[src/sv/qvr_pkg.sv]
// Shared constants and width helpers for the quaternion vector rotation pipeline.
package qvr_pkg;

  localparam int unsigned DEF_DATA_WIDTH = 16;
  localparam int unsigned DEF_FRAC_BITS  = 14;

  // Each half of the rotation is a set of twelve products.
  localparam int unsigned NUM_PROD = 12;

  // Width of the first sums (q * v), wide enough to be exact and to hold the
  // rounding shift, but never above the 64-bit arithmetic of the algorithm.
  function automatic int unsigned sum1_width(int unsigned dw, int unsigned fb);
    int unsigned w;
    w = 2 * dw + 3;
    if (fb + 2 > w) w = fb + 2;
    if (w > 64) w = 64;
    return w;
  endfunction

  // Width of the second sums (t * conj(q)).
  function automatic int unsigned sum2_width(int unsigned dw, int unsigned fb);
    int unsigned w;
    w = sum1_width(dw, fb) - fb + dw + 3;
    if (fb + 2 > w) w = fb + 2;
    if (w > 64) w = 64;
    return w;
  endfunction

endpackage

[src/sv/qvr_sum2.sv]
// Second sum stage: adds the t*conj(q) products, rounds, saturates and holds the result.
module qvr_sum2 #(
  parameter int unsigned DATA_WIDTH = qvr_pkg::DEF_DATA_WIDTH,
  parameter int unsigned FRAC_BITS  = qvr_pkg::DEF_FRAC_BITS,
  parameter int unsigned T_WIDTH    = qvr_pkg::sum1_width(DATA_WIDTH, FRAC_BITS) - FRAC_BITS
) (
  input  logic                                 clk_i,
  input  logic                                 rst_ni,
  input  logic                                 en_i,
  input  logic                                 valid_i,
  input  logic signed [T_WIDTH+DATA_WIDTH-1:0] prod_i [qvr_pkg::NUM_PROD],
  output logic                                 valid_o,
  output logic signed [DATA_WIDTH-1:0]         rot_x_o,
  output logic signed [DATA_WIDTH-1:0]         rot_y_o,
  output logic signed [DATA_WIDTH-1:0]         rot_z_o,
  output logic                                 saturated_o
);
  import qvr_pkg::*;

  localparam int unsigned P_WIDTH = T_WIDTH + DATA_WIDTH;
  localparam int unsigned S_WIDTH = sum2_width(DATA_WIDTH, FRAC_BITS);
  localparam int unsigned E_WIDTH = (P_WIDTH > S_WIDTH) ? P_WIDTH : S_WIDTH;
  localparam int unsigned R_WIDTH = S_WIDTH - FRAC_BITS;
  localparam int unsigned C_WIDTH = (R_WIDTH > DATA_WIDTH) ? R_WIDTH : DATA_WIDTH;
  localparam logic [S_WIDTH-1:0] HALF = {{(S_WIDTH-1){1'b0}}, 1'b1} << (FRAC_BITS - 1);
  localparam logic signed [C_WIDTH-1:0] SAT_HI =
    {{(C_WIDTH-DATA_WIDTH+1){1'b0}}, {(DATA_WIDTH-1){1'b1}}};
  localparam logic signed [C_WIDTH-1:0] SAT_LO = ~SAT_HI;

  logic                         valid_q;
  logic signed [E_WIDTH-1:0]    wide [NUM_PROD];
  logic        [S_WIDTH-1:0]    ext  [NUM_PROD];
  logic        [S_WIDTH-1:0]    sum  [3];
  logic signed [R_WIDTH-1:0]    rnd  [3];
  logic signed [C_WIDTH-1:0]    cmp  [3];
  logic signed [DATA_WIDTH-1:0] rot_d [3];
  logic        [2:0]            clip;
  logic signed [DATA_WIDTH-1:0] rot_x_q, rot_y_q, rot_z_q;
  logic                         saturated_q;

  // Products wider than the sum are taken modulo its width, as the sums wrap there.
  always_comb begin
    for (int i = 0; i < NUM_PROD; i++) begin
      wide[i] = E_WIDTH'(prod_i[i]);
      ext[i]  = wide[i][S_WIDTH-1:0];
    end
  end

  always_comb begin
    sum[0] = HALF + ext[0] - ext[1]  - ext[2]  + ext[3];
    sum[1] = HALF + ext[4] - ext[5]  + ext[6]  - ext[7];
    sum[2] = HALF + ext[8] - ext[9]  - ext[10] + ext[11];
    for (int k = 0; k < 3; k++) begin
      rnd[k] = sum[k][S_WIDTH-1:FRAC_BITS];
      cmp[k] = C_WIDTH'(rnd[k]);
      if (cmp[k] > SAT_HI) begin
        rot_d[k] = SAT_HI[DATA_WIDTH-1:0];
        clip[k]  = 1'b1;
      end else if (cmp[k] < SAT_LO) begin
        rot_d[k] = SAT_LO[DATA_WIDTH-1:0];
        clip[k]  = 1'b1;
      end else begin
        rot_d[k] = cmp[k][DATA_WIDTH-1:0];
        clip[k]  = 1'b0;
      end
    end
  end

  always_ff @(posedge clk_i or negedge rst_ni) begin
    if (!rst_ni) begin
      valid_q <= 1'b0;
    end else if (en_i) begin
      valid_q <= valid_i;
    end
  end

  always_ff @(posedge clk_i) begin
    if (en_i && valid_i) begin
      rot_x_q     <= rot_d[0];
      rot_y_q     <= rot_d[1];
      rot_z_q     <= rot_d[2];
      saturated_q <= |clip;
    end
  end

  assign valid_o     = valid_q;
  assign rot_x_o     = rot_x_q;
  assign rot_y_o     = rot_y_q;
  assign rot_z_o     = rot_z_q;
  assign saturated_o = saturated_q;

endmodule

[config.mk]
export PLATFORM = sky130hd
export DESIGN_NAME = qvr_sum2
export DESIGN_NICKNAME = d
export VERILOG_FILES = /design/src/sv/qvr_pkg.sv /design/src/sv/qvr_sum2.sv
export SDC_FILE = /design/constraint.sdc
export NUM_CORES = 1
export LEC_CHECK = 0
export BUFFER_PORTS_ARGS = -buffer_cell sky130_fd_sc_hd__buf_2
export CORE_UTILIZATION = 40
export DETAILED_ROUTE_END_ITERATION = 10
export GPL_ROUTABILITY_DRIVEN = 0
export PLACE_DENSITY = 0.77
export SYNTH_ARGS = -nofsm -noshare
export SYNTH_HDL_FRONTEND = slang
export SYNTH_SLANG_ARGS = --single-unit
[constraint.sdc]
create_clock -name clk_i -period 0.8 [get_ports clk_i]
set_input_delay 0.04 -clock clk_i [delete_from_list [all_inputs] [get_ports clk_i]]
set_output_delay 0.04 -clock clk_i [all_outputs]
set_load 0.1 [all_outputs]
==> metrics.md <==
| Metric | Value |
|---|---|
| Status | `finished, violations left` |
| Violated checks | `negative setup slack` |
| Area after DPL | `21500 sq um` |
| PwrDens | `roughly 3600 nW/um^2` |
| Synth Flop Type | `edfxtp_1` |
| Max Root-Sink Buffers | `2` |
| Final nets | `around 3400` |
| Cell area after layout | `23500 sq um` |
| Max Fclk | `221 MHz` |
| Mapped cell area | `14700 sq um` |
| Clock Latency Late Sink | `300 ps` |
| GR Util met3 | `5.06%` |
| Die X | `194 um` |
| Num CTS Buffers | `5` |
| Synth Instances | `between 1500 and 2000` |
| Most frequent cells in the layout | `buf_2 (441), inv_1 (347), buf_4 (323), fa_1 (210), ha_1 (139)` |
| Worst min-delay path class | `in -> async` |
| Pre-antenna DRT Iters | `7` |
| Distinct cells, synth | `79` |
| Row count | `69` |
| Fin crit period | `4530 ps` |
| Final Hold Fails | `0` |
| #FFs+latches synth | `50` |
| CTS tree | `yes` |
| Grt ovf | `0` |
| Clock Tree Root | `clkbuf_16` |
| Via Count | `around 16000` |
| Startpoint Class | `input port` |
| Vias in the first global route | `17414` |
| Die area | `37500 sq um` |
| Initial Utilization | `just over 40%` |
| CP peak stage delay | `580 ps` |
| Remaining antenna violation count after routing | `0` |
| Ports | `between 400 and 500` |
| Final Max Tran Viols | `0` |
| Worst endpoint required time | `840 ps` |
| Initial antenna violation count | `4` |
| Arr. time, crit path | `4570 ps` |
| First-pass GRT wire length | `85600 um` |
| Final-report setup violation count | `100` |
| Leakage | `11.6 nW` |
| Max Cap Violations | `0` |
| H-Tree Depth | `2` |
| Setup crit end kind | `flip-flop` |
| Top delay family on crit path | `adder cells` |
| Max_slew headroom | `69.0%` |
| Synth Net Count | `2531` |
| Die span in y | `194 um` |
| Largest net degree at the start of global routing | `24` |
| Seq/Total Area, Yosys | `10.2%` |
| Crit path max-delay cell type | `fa_1` |
| DR vias/cell | `5.39` |
| Most common cell after layout, fill and taps aside | `buf_2` |
| Worst vdd ir | `1940 uV` |
| CORE AREA | `35800 sq um` |
| Final WS setup | `-3730 ps` |
| Share of synthesized registers carrying an async set or reset | `2.00%` |
| Synth Area per Inst | `around 9.0 sq um` |
| Drt drc | `0` |
| Final wirelength | `55400 um` |
| Grt met2 use | `between 50% and 60%` |
| CP Buf/Inv Count | `4` |
| Tot GR Track Use | `28.6%` |
| Initial DRC Count | `947` |
| RSZ-0062 raised after global routing | `true` |
| CTS sink cnt | `50` |
| Worst slew pin tran | `461 ps` |
| Layout area overhead | `60.2%` |
| Area share of the largest cell type after synthesis | `between 20 and 30%` |
| Syn. warnings | `0` |
| Crit Path Max Fanout | `3` |
| Final hold slack | `just over 30 ps` |
| Worst-path clk slew | `around 80 ps` |
| Ratio of cells with drive above 1 in the final layout | `47.3%` |
| Critical setup path kind | `in -> reg` |
| DP Wirelength | `43700 um` |
| Final worst-path cycle share | `567%` |
| Met1 Usage GRT | `30.8%` |
| Layer with the highest usage | `met2` |
| Setup Skew | `0 ps` |
| Synth area leaders | `fa_1 (30%), ha_1 (19%), edfxtp_1 (10%), inv_1 (9.1%), a21oi_1 (4.4%)` |
| Largest area contributor in the netlist | `fa_1` |
| Port bufs | `between 400 and 500` |
| Avg WL per Cell | `18.9 um` |
| CP cell instances | `buf_8, fa_1, inv_1, fa_2, fa_2, ha_4, nand2_2, o211ai_1, a221oi_2, nand4_1, a41oi_2, xnor2_1, o21bai_2, nor4bb_4, nand4b_1, buf_4, o31ai_4, buf_4, o2111ai_1` |
| EDFF count, synth | `49` |
| Total power | `0.0837 W` |
==> power by group <==
| part | internal [W] | switching (W) | total, W |
|---|---|---|---|
| Combinational | 0.0354 | 0.0403 | 0.0757 |
| Sequential | 0.00462 | 0.000738 | 0.00535 |
| Clock | 0.00149 | 0.00114 | 0.00262 |
==> per-layer routing <==
layer	wire length (um)	up-vias
met5	0	-
met4	3820	0
met3	3540	267
met2	28000	864
met1	20100	7487
li1	-	7157
==> final timing paths <==
kind | from | endpoint | slack [ps] | depth (start not counted)
setup / recovery | prod_i[86] | saturated_o | -3730 | 19
hold / removal | rst_ni | valid_o | 30 | 2
setup reg to reg | valid_o | valid_o | -50 | 1
hold reg to reg | valid_o | valid_o | 590 | 1
max in group asynchronous | rst_ni | valid_o | 670 | 2
min in group clk_i | en_i | valid_o | 90 | 3
==> state kept, by name (all words and copies together), names as in the netlist <==
name	cells
rot_x_o	16
rot_y_o	16
rot_z_o	16
saturated_o	1
valid_o	1
==> cells by family after synthesis <==
group / after synthesis / share of synthesized area, %
fa+ha+maj: 444 / 49.0
xor+xnor: 71 / 4.23
flops: 50 / 10.2
compound gates: 373 / 16.0
simple gates: 315 / 10.5
buf+inv: 384 / 9.91
mux: 2 / 0.153
==> through the flow <==
stage               setup slack, ps  setup TNS [ps]  utilization [%]  cells
floorplan                     -3630         -171450                -   1639
global placement              -4030         -188730             59.9   2884
detailed placement            -4130         -193620             59.9   2884
CTS                           -3600         -175940             63.9   2922
global route                  -3910         -189000             65.7   2927
finish                        -3730         -182360             65.7   2927
==> final cells by class <==
class                   count  area (sq um)
multi-input cells        1206         13900
clock buffers               6           129
diodes                      3          7.51
well taps                 461           577
repair buffers            842          6020
clock inverters             2          37.5
inverters                 357          1350
flip-flops and latches     50          1500
fillers                  2527         12300
==> cells in the mapped netlist (3+ instances only) <==
cell type / number
a211oi_2: 3
nand2_1: 114
inv_1: 357
a31oi_1: 11
nand2b_1: 6
a211oi_1: 16
a31o_2: 6
and3_1: 10
o21ai_0: 74
o21a_1: 10
nor3_1: 18
nor3b_1: 5
nor2b_1: 7
o211a_1: 3
a221oi_1: 3
xnor2_1: 43
o21bai_1: 25
o21ai_1: 19
fa_1: 219
or4_1: 3
nand4_1: 28
edfxtp_1: 49
clkbuf_1: 22
a311oi_1: 4
a21oi_1: 129
nand3_1: 27
o31ai_1: 4
ha_1: 225
a21o_1: 20
nor4_1: 7
o2111ai_1: 4
xor2_1: 28
buf_2: 3
nor2_1: 62
or3_1: 4
and2_1: 5
o211ai_1: 13
o221ai_1: 3
==> what timing repair did <==
action	CTS	global route
setup buffers	26	5
gates resized for setup	171	114
setup endpoints to repair	100	100
gates cloned	3	1
hold endpoints to repair	2	0
pin swaps	107	56
hold buffers	2	0
Note: power is estimated with default switching activity, not from simulation.
