### config.mk
export PLATFORM = sky130hd
export DESIGN_NAME = qvr_sum1
export DESIGN_NICKNAME = d
export VERILOG_FILES = /design/src/sv/qvr_pkg.sv /design/src/sv/qvr_sum1.sv
export SDC_FILE = /design/constraint.sdc
export NUM_CORES = 1
export LEC_CHECK = 0
export BUFFER_PORTS_ARGS = -buffer_cell sky130_fd_sc_hd__buf_4
export CAP_MARGIN = 20
export CORE_AREA = 5 5 232 234
export CTS_CLUSTER_SIZE = 28
export DETAILED_ROUTE_END_ITERATION = 10
export DIE_AREA = 0 0 237 239
export SLEW_MARGIN = 20
export SYNTH_ARGS = -nofsm -noshare
export SYNTH_HDL_FRONTEND = slang
export SYNTH_SLANG_ARGS = --single-unit
export TNS_END_PERCENT = 5
### constraint.sdc
create_clock -name clk_i -period 1 [get_ports clk_i]
set_input_delay 0.2 -clock clk_i [delete_from_list [all_inputs] [get_ports clk_i]]
set_output_delay 0.2 -clock clk_i [all_outputs]
set_load 0.03 [all_outputs]
### src/sv/qvr_pkg.sv
// Shared constants and width helpers for the quaternion vector rotation pipeline.
package qvr_pkg;

  localparam int unsigned DEF_DATA_WIDTH = 16;
  localparam int unsigned DEF_FRAC_BITS  = 14;

  // Each half of the rotation is a set of twelve products.
  localparam int unsigned NUM_PROD = 12;

  // Width of the first sums (q * v), wide enough to be exact and to hold the
  // rounding shift, but never above the 64-bit arithmetic of the algorithm.
  function automatic int unsigned sum1_width(int unsigned dw, int unsigned fb);
    int unsigned w;
    w = 2 * dw + 3;
    if (fb + 2 > w) w = fb + 2;
    if (w > 64) w = 64;
    return w;
  endfunction

  // Width of the second sums (t * conj(q)).
  function automatic int unsigned sum2_width(int unsigned dw, int unsigned fb);
    int unsigned w;
    w = sum1_width(dw, fb) - fb + dw + 3;
    if (fb + 2 > w) w = fb + 2;
    if (w > 64) w = 64;
    return w;
  endfunction

endpackage

### src/sv/qvr_sum1.sv
// First sum stage: adds the q*v products into t and rounds it back by the fraction bits.
module qvr_sum1 #(
  parameter int unsigned DATA_WIDTH = qvr_pkg::DEF_DATA_WIDTH,
  parameter int unsigned FRAC_BITS  = qvr_pkg::DEF_FRAC_BITS,
  parameter int unsigned T_WIDTH    = qvr_pkg::sum1_width(DATA_WIDTH, FRAC_BITS) - FRAC_BITS
) (
  input  logic                           clk_i,
  input  logic                           rst_ni,
  input  logic                           en_i,
  input  logic                           valid_i,
  input  logic signed [DATA_WIDTH-1:0]   quat_w_i,
  input  logic signed [DATA_WIDTH-1:0]   quat_x_i,
  input  logic signed [DATA_WIDTH-1:0]   quat_y_i,
  input  logic signed [DATA_WIDTH-1:0]   quat_z_i,
  input  logic signed [2*DATA_WIDTH-1:0] prod_i [qvr_pkg::NUM_PROD],
  output logic                           valid_o,
  output logic signed [DATA_WIDTH-1:0]   quat_w_o,
  output logic signed [DATA_WIDTH-1:0]   quat_x_o,
  output logic signed [DATA_WIDTH-1:0]   quat_y_o,
  output logic signed [DATA_WIDTH-1:0]   quat_z_o,
  output logic signed [T_WIDTH-1:0]      t_w_o,
  output logic signed [T_WIDTH-1:0]      t_x_o,
  output logic signed [T_WIDTH-1:0]      t_y_o,
  output logic signed [T_WIDTH-1:0]      t_z_o
);
  import qvr_pkg::*;

  localparam int unsigned S_WIDTH = sum1_width(DATA_WIDTH, FRAC_BITS);
  localparam logic [S_WIDTH-1:0] HALF = {{(S_WIDTH-1){1'b0}}, 1'b1} << (FRAC_BITS - 1);

  logic                         valid_q;
  logic signed [DATA_WIDTH-1:0] quat_w_q, quat_x_q, quat_y_q, quat_z_q;
  logic signed [S_WIDTH-1:0]    ext [NUM_PROD];
  logic        [S_WIDTH-1:0]    sum_w, sum_x, sum_y, sum_z;
  logic signed [T_WIDTH-1:0]    t_w_d, t_x_d, t_y_d, t_z_d;
  logic signed [T_WIDTH-1:0]    t_w_q, t_x_q, t_y_q, t_z_q;

  always_comb begin
    for (int i = 0; i < NUM_PROD; i++) begin
      ext[i] = S_WIDTH'(prod_i[i]);
    end
  end

  // Rounding adds one half LSB of the result, so ties go toward plus infinity.
  always_comb begin
    sum_w = HALF - ext[0] - ext[1] - ext[2];
    sum_x = HALF + ext[3] + ext[4] - ext[5];
    sum_y = HALF + ext[6] - ext[7] + ext[8];
    sum_z = HALF + ext[9] + ext[10] - ext[11];
    t_w_d = sum_w[S_WIDTH-1:FRAC_BITS];
    t_x_d = sum_x[S_WIDTH-1:FRAC_BITS];
    t_y_d = sum_y[S_WIDTH-1:FRAC_BITS];
    t_z_d = sum_z[S_WIDTH-1:FRAC_BITS];
  end

  always_ff @(posedge clk_i or negedge rst_ni) begin
    if (!rst_ni) begin
      valid_q <= 1'b0;
    end else if (en_i) begin
      valid_q <= valid_i;
    end
  end

  always_ff @(posedge clk_i) begin
    if (en_i && valid_i) begin
      quat_w_q <= quat_w_i;
      quat_x_q <= quat_x_i;
      quat_y_q <= quat_y_i;
      quat_z_q <= quat_z_i;
      t_w_q    <= t_w_d;
      t_x_q    <= t_x_d;
      t_y_q    <= t_y_d;
      t_z_q    <= t_z_d;
    end
  end

  assign valid_o  = valid_q;
  assign quat_w_o = quat_w_q;
  assign quat_x_o = quat_x_q;
  assign quat_y_o = quat_y_q;
  assign quat_z_o = quat_z_q;
  assign t_w_o    = t_w_q;
  assign t_x_o    = t_x_q;
  assign t_y_o    = t_y_q;
  assign t_z_o    = t_z_q;

endmodule

==> flow_summary_export.csv, run 1 <==
group,metric,value,unit
clocking,clkTransAtPathRegs,80,ps
sta,finalCritPeriodShare,2.875,
critical_path,critical_path_class,"in -> reg",
sta,worst_pin_slew,444.0,ps
synthesis,async_reset_ff_frac,0.006711,
synthesis,synth_warnings,0,
clocking,cts_max_path_buffers,2,
clocking,cts.sinks,149,
synthesis,syn_nets,2107,
synthesis,synth-edff-count,148,
place,place_congestion,0.8971,
die,core,51810,sq um
cells_and_area,fillers,4709,
critical_path,cp.arrival,3110,ps
cells_and_area,mostFrequentLayoutCells,"buf_4, inv_1, ha_1",
drt,wl,50.80,mm
die,chipWidth,237,um
critical_path,reg2reg_to,"valid_o$_DFFE_PN0P_",
pwr,cellLeakagePower,0.01205,uW
hold_path,min_path_type,"in -> reg",
sta,skew,0,ps
critical_path,r2r_slack,210,ps
pwr,p_total,38960,uW
critical_path,setup.worst_path.start_class,"input port",
global_routing,grt_first_pass_wirelength,77.30,mm
critical_path,ff2ff_path_depth,1,
place,dp_hpwl,43.33,mm
clocking,htree_levels,4,
drt,vias,12950,
pwr,peakVddDrop,902.8,uV
pwr,power.density,1586,nW/um^2
sta,slew_headroom,0.7040,
sta,whs,376.3,ps
die,die_h,239,um
critical_path,worstPathMaxFanout,3,
sta,fin_ws,-1875,ps
global_routing,grt_max_degree,21,
place,port_buffers,600,
clocking,root_buffer,"clkbuf_16",
sta,rsz0062_at_grt,"true",
die,rows,84,
drt,antenna_left,0,
die,ios,601,
cells_and_area,stdcell_area,24570,sq um
hold_path,hold_depth,3,
critical_path,reg2reg_from,"valid_o$_DFFE_PN0P_",
drt,drc_errors,0,
global_routing,gr-total-overflow,0,
global_routing,grt_usage,0.1741,
sta,report.final.slew_viol_count,0,
hold_path,hp-start,"valid_i",
critical_path,required,1230,ps
critical_path,end_kind,"flip-flop",
global_routing,antenna_found_initial,4,
clocking,cts_tree,"yes",
die,die-area,56640,sq um
critical_path,crit_start,"prod_i[290]",
global_routing,grt_pass1_vias,14740,
die,start_util,0.2766,
drt,wl_per_cell,17.58,um
cells_and_area,final_common_cell,"buf_4",
run_status,violations,"negative setup slack",
place,dpl_cell_area,21490,sq um
drt,drt-pass1-iter-count,4,
synthesis,synth_ff_type,"edfxtp_1",
sta,finalHoldViolCount,0,
place,pre_cts_ws,-2522,ps
synthesis,synth_area_per_cell,11.27,sq um
synthesis,synth-seq-area-share,0.3119,
clocking,cts_made_buffers,17,
synthesis,synth.distinct_cells,65,
run,max_cap_viol_count,0,
drt,via_per_inst,4.484,
synthesis,ys_ff_latch,149,
drt,drtIter0Drc,345,
cells_and_area,nets,3022,
sta,fmaxAchievable,347.8,MHz
run_status,status,"complete, but fails checks",
hold_path,hold_end,"t_w_o[13]$_DFFE_PP_",
synthesis,netlist_instances,1271,
cells_and_area,drive_gt1_frac,0.4702,
cells_and_area,area_growth,71.43,%
sta,fin_crit,2875,ps
clocking,clkLatencyLatePin,470,ps
synthesis,synth_area,14330,sq um
sta,setup_viol,233,
sta,finalSetupTns,-169360,ps
==> state kept, by name, indices dropped and copies added, names as in the netlist <==
name,flops
quat_w_o,16
t_w_o,21
quat_x_o,16
quat_z_o,16
t_y_o,21
valid_o,1
t_z_o,21
quat_y_o,16
t_x_o,21
==> per-stage QoR <==
| stage | cells | utilization |
|---|---|---|
| 2_1_floorplan | 1271 | - |
| 3_3_place_gp | 2775 | 0.4147 |
| 3_5_place_dp | 2775 | 0.4147 |
| 4_1_cts | 2882 | 0.4630 |
| 5_1_grt | 2889 | 0.4741 |
| 6_report | 2889 | 0.4741 |
==> timing repair <==
| item | in CTS | in global routing |
|---|---|---|
| buffers inserted | 7 | 7 |
| cloned | 0 | 0 |
| endpoints found under the setup margin | 233 | 233 |
| hold endpoints to repair | 66 | 0 |
| resized for setup | 252 | 96 |
| hold buffers | 68 | 0 |
| pin swaps | 59 | 64 |
==> layout make-up <==
cell class	instances	area [sq um]	area share
multi-input combinational	871	10030	0.4082
clock buffer	17	425.4	0.01732
timing repair buffer	903	7662	0.3119
inverter	244	915.9	0.03728
tap	688	860.8	0.03504
antenna	2	5.005	0.0002037
clock inverter	15	198.9	0.008098
sequential	149	4469	0.1819
==> cell families (layout without fill, tap and decap cells) <==
group | Yosys count | after routing | share of synthesized area
buf+inv | 251 | 1179 | 0.06583
compound gates | 246 | 246 | 0.1167
mux | 1 | 1 | 0.0007858
flops | 149 | 149 | 0.3119
other cells | 0 | 2 | 0
fa+ha+maj | 384 | 384 | 0.4002
simple gates | 167 | 167 | 0.05998
xor+xnor | 73 | 73 | 0.04462
==> Yosys cell counts, types with 5 or more instances <==
library cell | instances | area [sq um]
a21o_1 | 47 | 352.8
a21oi_1 | 75 | 375.4
a31oi_1 | 6 | 37.54
and3_1 | 13 | 81.33
and4_1 | 5 | 43.79
clkbuf_1 | 6 | 22.52
edfxtp_1 | 148 | 4444
fa_1 | 124 | 2482
ha_1 | 260 | 3253
inv_1 | 244 | 915.9
nand2_1 | 51 | 191.4
nand2b_1 | 8 | 50.05
nand3_1 | 15 | 75.07
nand4_1 | 9 | 56.30
nor2_1 | 27 | 101.4
nor2b_1 | 6 | 37.54
nor3_1 | 12 | 60.06
o211ai_1 | 8 | 60.06
o21a_1 | 9 | 67.56
o21ai_0 | 33 | 165.2
o21bai_1 | 6 | 45.04
o221ai_1 | 6 | 52.55
xnor2_1 | 43 | 376.6
xor2_1 | 30 | 262.8
==> critical path: stages <==
cell,delay [ps]
buf_4,80
inv_2,30
fa_1,540
ha_1,230
ha_1,270
nor4bb_4,220
o2111ai_2,190
a31oi_2,260
o21bai_2,120
a2111oi_4,450
o21ai_2,130
nand3b_1,150
a21oi_2,80
xnor2_1,130
==> metal layers <==
layer / routed length [um] / up-vias / track usage
met4: 1611 / 0 / 0.06682
met2: 26690 / 402 / 0.3163
met5: 0 / - / 0
li1: - / 6266 / -
met1: 19310 / 6212 / 0.1964
met3: 3190 / 74 / 0.04442
==> power breakdown <==
part / internal (uW) / total (uW) / switching [uW]
sequential: 8520 / 9020 / 498
combinational: 11800 / 23200 / 11400
clock: 3420 / 6770 / 3350
==> worst max-delay path by stage <==
stage,end
5_1_grt,t_w_o[18]$_DFFE_PP_
2_1_floorplan,t_y_o[17]$_DFFE_PP_
3_3_place_gp,t_x_o[12]$_DFFE_PP_
4_1_cts,t_y_o[9]$_DFFE_PP_
3_5_place_dp,t_x_o[12]$_DFFE_PP_
6_report,t_w_o[18]$_DFFE_PP_
No activity file was read; power rests on OpenSTA's default activity.
==> run 2: changes to the inputs <==
--- a/config.mk
+++ b/config.mk
@@ -11,6 +11,7 @@
 export CTS_CLUSTER_SIZE = 28
 export DETAILED_ROUTE_END_ITERATION = 10
 export DIE_AREA = 0 0 237 239
+export GPL_TIMING_DRIVEN = 0
 export SLEW_MARGIN = 20
 export SYNTH_ARGS = -nofsm -noshare
 export SYNTH_HDL_FRONTEND = slang
==> flow_summary_export.csv, run 2 (synthesis results as in run 1) <==
group,metric,value,unit
run_status,status,"complete, but fails checks",
run_status,violations,"negative setup slack",
sta,fin_ws,-1876,ps
drt,via_per_inst,4.526,
pwr,intPower,21360,uW
critical_path,r2r_slack,210,ps
critical_path,ff2ff_path_depth,1,
run,max_cap_viol_count,0,
drt,drtIter0Drc,463,
pwr,switching_share,0.4015,
place,dp_hpwl,40.37,mm
die,die-area,56640,sq um
sta,rsz0062_at_grt,"true",
cells_and_area,seqCellArea,4469,sq um
place,place_congestion,0.8963,
pwr,power_frac_clock,0.187,
sta,skew,0,ps
critical_path,setup.worst_path.start_class,"input port",
critical_path,required,1300,ps
cells_and_area,multi_input_area,9868,sq um
clocking,cts_made_buffers,17,
die,die_h,239,um
clocking,clkTransAtPathRegs,80,ps
pwr,cellLeakagePower,0.01100,uW
cells_and_area,finalNonFillerCells,2688,
global_routing,grt_max_degree,52,
clocking,clkLatencyLatePin,470,ps
sta,finalHoldViolCount,0,
cells_and_area,area_growth,59.45,%
sta,fmaxAchievable,347.7,MHz
place,pre_cts_ws,-2592,ps
clocking,cts_tree,"yes",
cells_and_area,final_common_cell,"buf_4",
clocking,htree_levels,4,
drt,antenna_left,0,
sta,slew_headroom,0.7110,
pwr,power.density,1562,nW/um^2
place,place_inst,2562,
sta,report.final.slew_viol_count,0,
die,start_util,0.2766,
critical_path,reg2reg_to,"valid_o$_DFFE_PN0P_",
drt,wl,47.77,mm
die,rows,84,
critical_path,crit_end,"t_y_o[20]$_DFFE_PP_",
cells_and_area,mostFrequentLayoutCells,"buf_4, inv_1, ha_1",
sta,finalCritPeriodShare,2.876,
hold_path,hp-start,"valid_i",
sta,setup_viol,233,
drt,drc_errors,0,
cells_and_area,nets,2821,
global_routing,antenna_found_initial,3,
pwr,p_sw,14330,uW
drt,wl_per_cell,17.77,um
drt,vias,12170,
die,chipWidth,237,um
sta,worst_pin_slew,429.0,ps
critical_path,reg2reg_from,"valid_o$_DFFE_PN0P_",
critical_path,crit_start,"prod_i[103]",
critical_path,cp.arrival,3170,ps
critical_path,critical_path_class,"in -> reg",
global_routing,grt_pass1_vias,13480,
sta,fin_crit,2876,ps
clocking,root_buffer,"clkbuf_16",
global_routing,grt_first_pass_wirelength,72.75,mm
critical_path,end_kind,"flip-flop",
cells_and_area,fillers,4810,
global_routing,grt_usage,0.1642,
global_routing,gr-total-overflow,0,
pwr,power_frac_seq,0.251,
place,port_buffers,600,
pwr,p_total,35690,uW
pwr,p_comb_frac,0.562,
die,ios,601,
hold_path,min_path_type,"in -> reg",
drt,drt-pass1-iter-count,4,
die,core,51810,sq um
cells_and_area,drive_gt1_frac,0.4119,
pwr,peakVddDrop,960.9,uV
clocking,cts_max_path_buffers,2,
clocking,cts.sinks,149,
critical_path,worstPathMaxFanout,4,
-- run 2: cell types whose count changed in the layout (fill, tap and decap cells not counted), sizes merged --
cell	delta
inv	-1
buf	-204
clkinvlp	+2
clkinv	-1
clkbuf	+3
-- run 2: metrics by stage --
stage	TNS, ps	util	instance area, sq um	hold slack, ps
after floorplan	-254140	-	14370	-95.59
after global placement	-391060	0.3808	19730	-24.25
after detailed placement	-224150	0.3824	19810	-22.55
after CTS	-172530	0.4290	22230	360.6
after global routing	-181420	0.4409	22840	374.8
final	-166010	0.4410	22850	401.1
-- run 2: final cells by class --
class,count,share of cell area
Antenna cell,2,0.0002190
Buffer,4,0.0009857
Clock buffer,17,0.01862
Clock inverter,15,0.008049
Inverter,244,0.04030
Multi-Input combinational cell,871,0.4319
Sequential cell,149,0.1956
Tap cell,688,0.03767
Timing Repair Buffer,698,0.2667
-- run 2: worst min-delay path by stage --
stage,cells past startpoint,to
global placement,1,valid_o$_DFFE_PN0P_
finish,3,t_x_o[9]$_DFFE_PP_
detailed placement,1,valid_o$_DFFE_PN0P_
floorplan,0,valid_o$_DFFE_PN0P_
CTS,3,t_x_o[9]$_DFFE_PP_
global route,3,t_x_o[9]$_DFFE_PP_
-- run 2: power by group through the flow --
stage          clock (uW)  sequential (uW)  combinational, uW
2_1_floorplan           0            10800               9010
3_3_place_gp            0             8910              16600
3_5_place_dp            0             8920              16900
4_1_cts              7050             8980              18900
5_1_grt              7250             9060              22000
6_report             6680             8950              20100
-- run 2: metal layers --
metal  vias up  part of all wire  global-route usage
li1       5877                 -                   -
met1      5847              0.39              0.1909
met2       384              0.52              0.2932
met3        56             0.067             0.04707
met4         2             0.024             0.05195
met5         -           0.00017                   0
-- run 2: worst max-delay path, stage by stage --
cell	delay [ps]
buf_6	90
fa_1	510
ha_4	300
ha_4	190
a211o_1	320
o221a_1	260
o211ai_4	230
nor3_4	60
o211ai_2	170
buf_4	150
o21ai_4	70
a221o_1	370
o31ai_1	250
-- run 2: what timing repair did --
item / CTS / global route
endpoints found under the setup margin: 233 / 233
buffers inserted: 11 / 16
resized for setup: 245 / 101
hold endpoints to repair: 66 / 0
pin swaps: 76 / 78
hold buffers: 68 / 0
==> run 3: changes to the inputs <==
--- a/config.mk
+++ b/config.mk
@@ -5,6 +5,7 @@
 export SDC_FILE = /design/constraint.sdc
 export NUM_CORES = 1
 export LEC_CHECK = 0
+export ABC_AREA = 1
 export BUFFER_PORTS_ARGS = -buffer_cell sky130_fd_sc_hd__buf_4
 export CAP_MARGIN = 20
 export CORE_AREA = 5 5 232 234
@@ -12,6 +13,7 @@
 export DETAILED_ROUTE_END_ITERATION = 10
 export DIE_AREA = 0 0 237 239
 export GPL_TIMING_DRIVEN = 0
+export PLACE_DENSITY = 0.59
 export SLEW_MARGIN = 20
 export SYNTH_ARGS = -nofsm -noshare
 export SYNTH_HDL_FRONTEND = slang
==> flow_summary_export.csv, run 3 <==
group,metric,value,unit
die,core,51810,sq um
run_status,status,"complete, but fails checks",
place,place_congestion,0.9627,
global_routing,antenna_found_initial,2,
clocking,ctsHoldBuffers,66,
global_routing,grt_usage,0.2140,
sta,report.final.slew_viol_count,0,
clocking,root_buffer,"clkbuf_16",
place,port_buffers,600,
clocking,cts_max_path_buffers,2,
cells_and_area,fillers,4388,
synthesis,netlist_instances,2107,
die,chipWidth,237,um
cells_and_area,mostFrequentLayoutCells,"buf_4, nand2_1, inv_1",
synthesis,syn_nets,2943,
clocking,cts.sinks,149,
place,dpl_cell_area,22660,sq um
pwr,power_frac_seq,0.179,
die,rows,84,
critical_path,cp.arrival,2360,ps
synthesis,synth.top_cells.by_count,"nand2_1, inv_1, ha_1",
cells_and_area,finalNonFillerCells,3553,
drt,drt-pass1-iter-count,6,
global_routing,gr-total-overflow,0,
place,place_inst,3400,
critical_path,critical_path_class,"in -> reg",
cells_and_area,drive_gt1_frac,0.4984,
drt,vias,17300,
synthesis,async_reset_ff_frac,0.006711,
critical_path,reg2reg_to,"valid_o$_DFFE_PN0P_",
synthesis,yosys.area.top_type,"edfxtp_1",
die,die_h,239,um
global_routing,grt_max_degree,35,
synthesis,synth_area_per_cell,8.147,sq um
critical_path,crit_start,"prod_i[266]",
die,start_util,0.3313,
pwr,p_comb_frac,0.683,
drt,wl_per_cell,18.03,um
critical_path,r2r_slack,370,ps
pwr,power_frac_clock,0.138,
clocking,cts_tree,"yes",
synthesis,synth-seq-area-share,0.2604,
hold_path,hp-start,"en_i",
run_status,violations,"negative hold slack, negative setup slack",
die,ios,601,
critical_path,setup.worst_path.start_class,"input port",
clocking,cts_made_buffers,17,
cells_and_area,multi_input_area,16030,sq um
sta,finalCritPeriodShare,2.140,
cells_and_area,antennaDiodeCount,0,
pwr,power.density,1661,nW/um^2
drt,via_per_inst,4.868,
pwr,intPower,26860,uW
synthesis,synth_ff_type,"edfxtp_1",
synthesis,synth_warnings,0,
drt,drc_errors,0,
cells_and_area,final_common_cell,"buf_4",
drt,drtIter0Drc,880,
critical_path,ff2ff_path_depth,2,
synthesis,synth-edff-count,148,
sta,finalHoldViolCount,1,
run,max_cap_viol_count,0,
cells_and_area,area_growth,71.76,%
clocking,clkLatencyLatePin,470,ps
sta,fin_crit,2140,ps
die,die-area,56640,sq um
drt,antenna_left,0,
critical_path,required,1220,ps
sta,whs,-35.18,ps
clocking,htree_levels,4,
global_routing,grt_pass1_vias,18050,
sta,fin_ws,-1140,ps
drt,wl,64.06,mm
pwr,cellLeakagePower,0.01297,uW
sta,skew,0,ps
clocking,clkTransAtPathRegs,70,ps
synthesis,synth.distinct_cells,34,
pwr,p_total,48980,uW
cells_and_area,seqCellArea,4469,sq um
hold_path,min_path_type,"in -> reg",
sta,worst_pin_slew,660.9,ps
synthesis,synth_area,17170,sq um
pwr,p_sw,22110,uW
critical_path,end_kind,"flip-flop",
synthesis,synth.top_cell.area_share,0.2589,
sta,setup_viol,357,
synthesis,yosysMostFrequentCell,"nand2_1",
global_routing,grt_first_pass_wirelength,96.33,mm
pwr,peakVddDrop,1033,uV
critical_path,crit_end,"t_x_o[17]$_DFFE_PP_",
sta,rsz0062_at_grt,"true",
pwr,switching_share,0.4515,
sta,slew_headroom,0.5585,
place,dp_hpwl,51.37,mm
synthesis,ys_ff_latch,149,
cells_and_area,stdcell_area,29480,sq um
sta,finalSetupTns,-160160,ps
synthesis,synth_area_leaders,"edfxtp_1, ha_1, fa_1, nand2_1, inv_1",
critical_path,reg2reg_from,"valid_o$_DFFE_PN0P_",
critical_path,worstPathMaxFanout,4,
cells_and_area,nets,3688,
sta,fmaxAchievable,467.2,MHz
[run 3: cell count changes after synthesis, sizes merged, moves of 13 or more]
cell and change:
a21o -32, a21oi +92, and3 -13, inv +126, nand2 +457, nand3 +74, nor2 +162, nor3 +29
o21ai +59, xnor2 -43
[run 3: worst min-delay path by stage]
stage	end	slack [ps]	cells after the start
2_1_floorplan	valid_o$_DFFE_PN0P_	-100	0
3_3_place_gp	valid_o$_DFFE_PN0P_	-20	1
3_5_place_dp	valid_o$_DFFE_PN0P_	-20	1
4_1_cts	valid_o$_DFFE_PN0P_	-80	2
5_1_grt	valid_o$_DFFE_PN0P_	-70	2
6_report	valid_o$_DFFE_PN0P_	-40	2
[run 3: stage by stage]
step             util  setup WS [ps]  hold WS (ps)
2_1_floorplan       -          -1820        -95.59
3_3_place_gp   0.4352          -3500        -24.05
3_5_place_dp   0.4373          -1939        -23.76
4_1_cts        0.5267          -1059        -80.13
5_1_grt        0.5690          -1169        -67.08
6_report       0.5690          -1140        -35.18
[run 3: power groups by stage]
stage	combinational [uW]	clock (uW)	sequential (uW)
after floorplan	12300	0	10600
after detailed placement	21600	0	8780
after CTS	28600	7020	8690
final	33400	6760	8780
after global routing	36100	7270	8860
after global placement	21500	0	8800
[run 3: worst max-delay path: stages]
cell	delay [ps]
buf_4	120
fa_1	590
ha_4	220
ha_4	240
a21oi_4	140
a21boi_4	220
nor2_1	60
nor2_1	140
nand2_2	120
nand2_2	110
nand2_1	50
nand2_1	50
nand2_1	80
[run 3: cell families (layout without fill, tap and decap cells)]
kind of cell	count (synthesis)	after routing	share of synthesized area
xor+xnor	30	30	0.01531
fa+ha+maj	384	384	0.3341
compound gates	325	325	0.1052
simple gates	849	849	0.2041
buf+inv	370	1128	0.08091
flops	149	149	0.2604
[run 3: area by class of cell]
| type | count | area share |
|---|---|---|
| tap | 688 | 0.02920 |
| inverter | 370 | 0.04766 |
| clock buffer | 17 | 0.01443 |
| clock inverter | 15 | 0.005390 |
| multi-input combinational | 1588 | 0.5438 |
| sequential | 149 | 0.1516 |
| timing repair buffer | 726 | 0.2080 |
[run 3: timing repair]
| action | CTS | global route |
|---|---|---|
| hold endpoints to repair | 66 | 1 |
| resized for setup | 567 | 451 |
| gates cloned | 0 | 0 |
| setup buffers | 28 | 27 |
| endpoints found under the setup margin | 357 | 357 |
| pin swaps | 128 | 175 |
[run 3: layer usage]
metal	track usage	vias to the layer above	wire (um)
met3	0.04211	76	3503
met5	0	-	14
met1	0.2602	8264	25960
met2	0.3895	532	33330
met4	0.05422	4	1250
li1	-	8421	-
